===== src/hdl/lpt_pkg.sv =====
// Shared constants, field layout and controller/datapath interface types.
`timescale 1ns / 1ps

package lpt_pkg;

  // Default sizing of the table.
  localparam int unsigned DEF_TABLE_DEPTH = 65536;
  localparam int unsigned DEF_KEY_BITS    = 14;

  // Stride register.
  localparam int unsigned STRIDE_W     = 8;
  localparam logic [7:0]  STRIDE_RESET = 8'd200;

  // Action codes.
  localparam logic ACT_INSERT = 1'b0;
  localparam logic ACT_LOOKUP = 1'b1;

  // Result status codes.
  localparam int unsigned      STATUS_W     = 2;
  localparam logic [1:0]       STATUS_OK    = 2'd0;
  localparam logic [1:0]       STATUS_MISS  = 2'd1;
  localparam logic [1:0]       STATUS_RANGE = 2'd2;

  // Result beat layout: found, location, status from bit 0 up.
  localparam int unsigned LOC_W       = 16;
  localparam int unsigned OUT_FIELD_W = 1 + LOC_W + STATUS_W;
  localparam int unsigned OUT_TDATA_W = ((OUT_FIELD_W + 7) / 8) * 8;

  // Commands from the controller to the datapath.
  typedef struct packed {
    logic       clr;         // clear one table entry, advance clear pointer
    logic       load;        // capture the accepted input beat
    logic       mul;         // register key * stride
    logic       home;        // load probe pointer with the home slot
    logic       rd;          // read the entry at the probe pointer
    logic       wr;          // store the key at the probe pointer
    logic       inc;         // advance the probe pointer
    logic       res_set;     // capture a result
    logic       res_found;
    logic [1:0] res_status;
    logic       out_load;    // move the result into the output register
  } lpt_cmd_t;

  // Status from the datapath to the controller.
  typedef struct packed {
    logic clr_last;   // clear pointer is at the last entry
    logic home_oor;   // home slot lies beyond the table
    logic is_lookup;  // current item is a lookup
    logic rd_valid;   // entry read holds a key
    logic rd_match;   // entry read holds the current key
    logic slot_last;  // probe pointer is at the last entry
  } lpt_stat_t;

endpackage


===== src/hdl/lpt_ctrl.sv =====
// Controller state machine: clearing pass, probe sequencing and output handshake.
`timescale 1ns / 1ps

module lpt_ctrl import lpt_pkg::*; (
  input  logic      clk_i,
  input  logic      rst_ni,
  input  logic      in_valid_i,
  output logic      in_ready_o,
  output logic      out_valid_o,
  input  logic      out_ready_i,
  input  lpt_stat_t stat_i,
  output lpt_cmd_t  cmd_o
);

  localparam logic [2:0] ST_CLEAR = 3'd0;
  localparam logic [2:0] ST_IDLE  = 3'd1;
  localparam logic [2:0] ST_MUL   = 3'd2;
  localparam logic [2:0] ST_HOME  = 3'd3;
  localparam logic [2:0] ST_READ  = 3'd4;
  localparam logic [2:0] ST_EVAL  = 3'd5;
  localparam logic [2:0] ST_EMIT  = 3'd6;

  logic [2:0] state_q, state_d;
  logic       out_valid_q, out_valid_d;

  always_ff @(posedge clk_i or negedge rst_ni) begin
    if (!rst_ni) begin
      state_q     <= ST_CLEAR;
      out_valid_q <= 1'b0;
    end else begin
      state_q     <= state_d;
      out_valid_q <= out_valid_d;
    end
  end

  always_comb begin
    state_d     = state_q;
    cmd_o       = '0;
    out_valid_d = out_valid_q && !out_ready_i;
    in_ready_o  = 1'b0;
    unique case (state_q)
      ST_CLEAR: begin
        cmd_o.clr = 1'b1;
        if (stat_i.clr_last) begin
          state_d = ST_IDLE;
        end
      end
      ST_IDLE: begin
        in_ready_o = 1'b1;
        if (in_valid_i) begin
          cmd_o.load = 1'b1;
          state_d    = ST_MUL;
        end
      end
      ST_MUL: begin
        cmd_o.mul = 1'b1;
        state_d   = ST_HOME;
      end
      ST_HOME: begin
        if (stat_i.home_oor) begin
          cmd_o.res_set    = 1'b1;
          cmd_o.res_status = STATUS_RANGE;
          state_d          = ST_EMIT;
        end else begin
          cmd_o.home = 1'b1;
          state_d    = ST_READ;
        end
      end
      ST_READ: begin
        cmd_o.rd = 1'b1;
        state_d  = ST_EVAL;
      end
      ST_EVAL: begin
        if (!stat_i.rd_valid) begin
          // Free slot: an insert stores here, a lookup ends as a miss.
          cmd_o.res_set = 1'b1;
          state_d       = ST_EMIT;
          if (stat_i.is_lookup) begin
            cmd_o.res_status = STATUS_MISS;
          end else begin
            cmd_o.wr         = 1'b1;
            cmd_o.res_found  = 1'b1;
            cmd_o.res_status = STATUS_OK;
          end
        end else if (stat_i.is_lookup && stat_i.rd_match) begin
          cmd_o.res_set    = 1'b1;
          cmd_o.res_found  = 1'b1;
          cmd_o.res_status = STATUS_OK;
          state_d          = ST_EMIT;
        end else if (stat_i.slot_last) begin
          cmd_o.res_set    = 1'b1;
          cmd_o.res_status = stat_i.is_lookup ? STATUS_MISS : STATUS_RANGE;
          state_d          = ST_EMIT;
        end else begin
          cmd_o.inc = 1'b1;
          state_d   = ST_READ;
        end
      end
      ST_EMIT: begin
        if (!out_valid_q || out_ready_i) begin
          cmd_o.out_load = 1'b1;
          out_valid_d    = 1'b1;
          state_d        = ST_IDLE;
        end
      end
      default: begin
        state_d = ST_IDLE;
      end
    endcase
  end

  assign out_valid_o = out_valid_q;

endmodule


===== config.mk =====
export PLATFORM = sky130hd
export DESIGN_NAME = lpt_ctrl
export DESIGN_NICKNAME = d
export VERILOG_FILES = /design/src/hdl/lpt_pkg.sv /design/src/hdl/lpt_ctrl.sv
export SDC_FILE = /design/constraint.sdc
export NUM_CORES = 1
export LEC_CHECK = 0
export ABC_CLOCK_PERIOD_IN_PS = 1460
export BUFFER_PORTS_ARGS = -buffer_cell sky130_fd_sc_hd__buf_2
export CAP_MARGIN = 20
export CORE_AREA = 8 8 45 47
export CTS_BUF_LIST = sky130_fd_sc_hd__clkbuf_8
export DETAILED_ROUTE_END_ITERATION = 8
export DIE_AREA = 0 0 53 55
export PLACE_DENSITY_LB_ADDON = 0.2
export REMOVE_ABC_BUFFERS = 1
export SYNTH_ARGS = -nofsm -noshare
export SYNTH_HDL_FRONTEND = slang
export SYNTH_SLANG_ARGS = --single-unit

===== constraint.sdc =====
create_clock -name clk_i -period 1.46 [get_ports clk_i]
set_input_delay 0.073 -clock clk_i [delete_from_list [all_inputs] [get_ports clk_i]]
set_output_delay 0.073 -clock clk_i [all_outputs]
set_load 0.05 [all_outputs]

# Yosys cells after proc, flatten, opt, wreduce, memory -nomap -nowiden
# Index checks and enable logic that the tools add are counted.
[word_totals]
regBits = 4
input_bits = 10
output_inout_bits = 14
[op_classes]
eq_ne = 9
n_mux = 39
reduce_logical = 7
[ops]
columns = ["operator", "count"]
rows = [
  ["2-to-1 mux 1 bit", 23],
  ["one-hot mux 3 bit (7 select lines)", 1],
  ["2-to-1 mux 3 bit", 5],
  ["2-to-1 mux 2 bit", 7],
  ["equality test 3 bit (second input constant)", 3],
  ["equality test 3 x 2 -> 1 bit (second input constant)", 2],
  ["!= test 2 bit (second input constant)", 3],
  ["2-to-1 mux 4 bit", 1],
  ["one-hot mux 2 bit (2 select lines)", 1],
  ["equality test 3 x 1 -> 1 bit (second input constant)", 1],
  ["zero test 3 bit", 1],
  ["AND reduction 3 bit", 1],
  ["logical AND 1 bit", 2],
  ["zero test 1 bit", 2],
  ["one-hot mux 1 bit (2 select lines)", 1],
  ["logical OR 1 bit", 1],
]

# Logic depth before layout (Yosys ltp)
[depth]
ltp_word = 5
ltp_mapped = 5
depth_no_buf = 5

# Worst setup path before layout
# Ideal clock, no wire load.
[synth_timing]
path_type = "register -> output"
startpoint = "register state_q[1]"
endpoint = "output port cmd_o[5] (netlist bit)"
arrival_ps = 2148
t_required_ps = 1387
path_slack_ps = -761
path_stages_with_launch = 3
path_cell_list = "dfrtp_1 -> nand3b_4 -> nor4bb_1"
[synth_rtl]
columns = ["element", "line_no", "rtl"]
rows = [
  ["from (decl)", "lpt_ctrl.sv:23", "logic [2:0] state_q, state_d;"],
  ["from (signal assigned)", "lpt_ctrl.sv:31", "state_q <= state_d;"],
  ["to (decl)", "lpt_ctrl.sv:12", "output lpt_cmd_t cmd_o"],
]

==> flow_summary_export.csv <==
group,metric,value,unit
status,status,"finished with violations",
status,violations,"negative setup slack",
clocking,cts-htree-levels,1,
cells_and_area,final_cells,106,
detailed_routing,wl_met3,80,um
placed_design,dpl.hpwl,1022,um
clocking,cts_root_buffer,"clkbuf_8",
min_path,hp-start,"out_ready_i",
die,die_x,53,um
placed_design,place_ws,0.03746,ns
synthesis,ys_ff_latch,4,
clocking,path_clk_slew,0.03,ns
detailed_routing,wl_per_cell,13.71,um
synthesis,synthCells,54,
sta,max_freq,665.0,MHz
cells_and_area,syn_to_final_growth,78.55,%
synthesis,yosys.area_share.xor_xnor,0,
flow_run,maxCapViolations,0,
sta,fin_crit_sh,1.030,
die,ios,24,
worst_setup_path,r2r_slack,0.01,ns
worst_setup_path,start_kind,"flop",
detailed_routing,wl_met1,594,um
synthesis,synth-adder-area-share,0.02786,
cells_and_area,final_util,0.5796,
worst_setup_path,r2r_cells,4,
synthesis,synth-compound-area-share,0.2312,
sta,fin_ws,-0.04366,ns
synthesis,synth_top_area_frac,0.2228,
grt,antenna_found_initial,0,
sta,rsz0062_at_grt,"true",
worst_setup_path,cp_max_fo,5,
synthesis,synth_top_family_by_area,"simple AND/OR/NAND/NOR gates",
synthesis,synth.avg_cell_area,8.318,um^2
synthesis,synth.area.top_cells,"dfrtp_1 (22%), buf_6 (5.0%), a211oi_4 (4.5%)",
die,rows,14,
sta,finalSetupViolations,2,
detailed_routing,wl_met2,747,um
detailed_routing,vias_per_cell,5.009,
sta,max-slew-margin-rel,0.8208,
worst_setup_path,r2r-end,"state_q[1]",
sta,tns,-0.04647,ns
grt,grt_use_total,0.09868,
cells_and_area,layout-drive-gt1-share,0.6444,
sta,fin_skew,0.002856,ns
detailed_routing,drc_errors,0,
worst_setup_path,crit_arrival,1.43,ns
detailed_routing,drtIter0Drc,4,
worst_setup_path,worst_setup_path_end_kind,"output port",
synthesis,synth_mux_area_frac,0,
grt,grt_pass1_vias,516,
grt,grt_max_degree,11,
die,die_h,55,um
clocking,cts_buffer_depth,2,
synthesis,seq_area_frac_synth,0.2228,
clocking,clk_latency,0.22,ns
min_path,holdPathStages,3,
grt,overflow,0,
min_path,hp-class,"in2reg",
placed_design,gp_congestion,0.7993,
min_path,whs_endpoint,"out_valid_o",
synthesis,synthTopCellsByCount,"a21oi_1 (4), dfrtp_1 (4), inv_1 (4), nand2_1 (4), nor2_1 (4)",
sta,fin_crit,1.504,ns
synthesis,ys_types,33,
cells_and_area,diodes,0,
synthesis,netlist_area,449.2,um^2
synthesis,ys.flop_type,"dfrtp_1",
worst_setup_path,rr_startpoint,"state_q[2]",
power,irDropWorstVdd,0.001310,V
detailed_routing,firstDrtPassIters,2,
sta,worst_pin_slew,0.2646,ns
clocking,numCtsBuffers,3,
power,p_leak,0.3745,nW
worst_setup_path,critPathKind,"reg2out",
sta,slew_viol_final,0,
worst_setup_path,cp.required,1.39,ns
die,fp.coreArea,1384,um^2
detailed_routing,ant_nets,0,
detailed_routing,dr_total_vias,531,
die,initial_core_util,0.3246,
placed_design,portBuffers,23,
synthesis,yosysWarnings,0,
detailed_routing,top_layer_used,"met4",
sta,hold_viol,0,
placed_design,dp.cells,96,
die,die_area,2915,um^2
clocking,cts.sinks,4,
grt,grt_first_pass_wirelength,2118,um
cells_and_area,layout.nets,103,
synthesis,synth_largest_area_cell,"dfrtp_1",
power,p_per_area,2056,nW/um^2
synthesis,ys_async_sr_fraction,1.000,
synthesis,synth-edff-count,0,
synthesis,yosys.area_share.simple,0.4345,
detailed_routing,totalWireLength,1453,um
clocking,cts_tree,"yes",
-- worst max-delay path, cell delays in order (launching register included) --
cell      delay [ns]
dfrtp_2         0.42
nand2b_4        0.15
or3_4           0.33
a21oi_2         0.13
buf_6           0.17
-- how the worst max path moves through the flow --
stage	startpoint	endpoint	slack, ns
2_1_floorplan	state_q[2]	cmd_o[5]	-0.82
3_3_place_gp	state_q[2]	state_q[0]	0.04
3_5_place_dp	state_q[2]	cmd_o[2]	0.04
4_1_cts	state_q[1]	cmd_o[2]	-0.06
5_1_grt	state_q[1]	cmd_o[2]	-0.1
6_report	state_q[1]	cmd_o[2]	-0.04
-- registers in the layout (all words and copies together), names as in the netlist --
register / flops
out_valid_o: 1
state_q: 3
-- where the power goes --
part / internal (W) / switching [W] / leakage [nW]
Sequential: 0.000156 / 0.0000879 / 0.0479
Combinational: 0.000505 / 0.000662 / 0.305
Clock: 0.000176 / 0.0000617 / 0.0216
Total: 0.000838 / 0.000812 / 0.375
-- area by class of cell --
type,instances,area [um^2]
clock buffer,3,41.29
fill,125,581.8
inverter,4,18.77
multi-input combinational,44,370.4
sequential,4,103.9
tap,16,20.02
timing repair buffer,35,247.7
-- per-layer routing --
metal  up-vias  global-route usage
li1        266                   -
met3         4             0.01872
met5         -                   0
met1       245             0.09356
met4         0             0.09052
met2        16              0.1777
-- stage by stage --
step / power, W / instance area (um^2) / hold slack [ns]
finish: 0.001649 / 802.0 / 0.1805
global route: 0.001737 / 802.0 / 0.2024
CTS: 0.001414 / 671.9 / 0.1699
detailed placement: 0.001131 / 599.3 / -0.1168
global placement: 0.001136 / 599.3 / -0.1196
floorplan: 0.0008798 / 426.7 / -0.2226
-- cells by family (layout without fill, tap and decap cells) --
logic type / Yosys count / count (layout)
buffers and inverters: 6 / 42
DFF: 4 / 4
adders and majority gates: 1 / 1
AOI/OAI and AO/OA: 14 / 14
and+or+nand+nor: 29 / 29
-- cells in the final DEF (no fill, tap or decap), types with 2 or more instances in the layout --
| cell type | count |
|---|---|
| a21oi_1 | 2 |
| a21oi_2 | 2 |
| buf_2 | 16 |
| buf_4 | 12 |
| buf_6 | 4 |
| clkbuf_8 | 3 |
| dfrtp_2 | 3 |
| inv_1 | 2 |
| nand2_1 | 3 |
| nand2b_1 | 2 |
| nor2_1 | 3 |
| nor2b_1 | 2 |
| o21ai_0 | 3 |
-- timing repair --
action                     4_1_cts  5_1_grt
hold endpoints to repair         4        0
setup buffers                    0        6
setup endpoints to repair        8        9
hold buffers                     1        0
pin swaps                        2        6
gates resized for setup          9       20
Power figures use the tool's default switching activity.
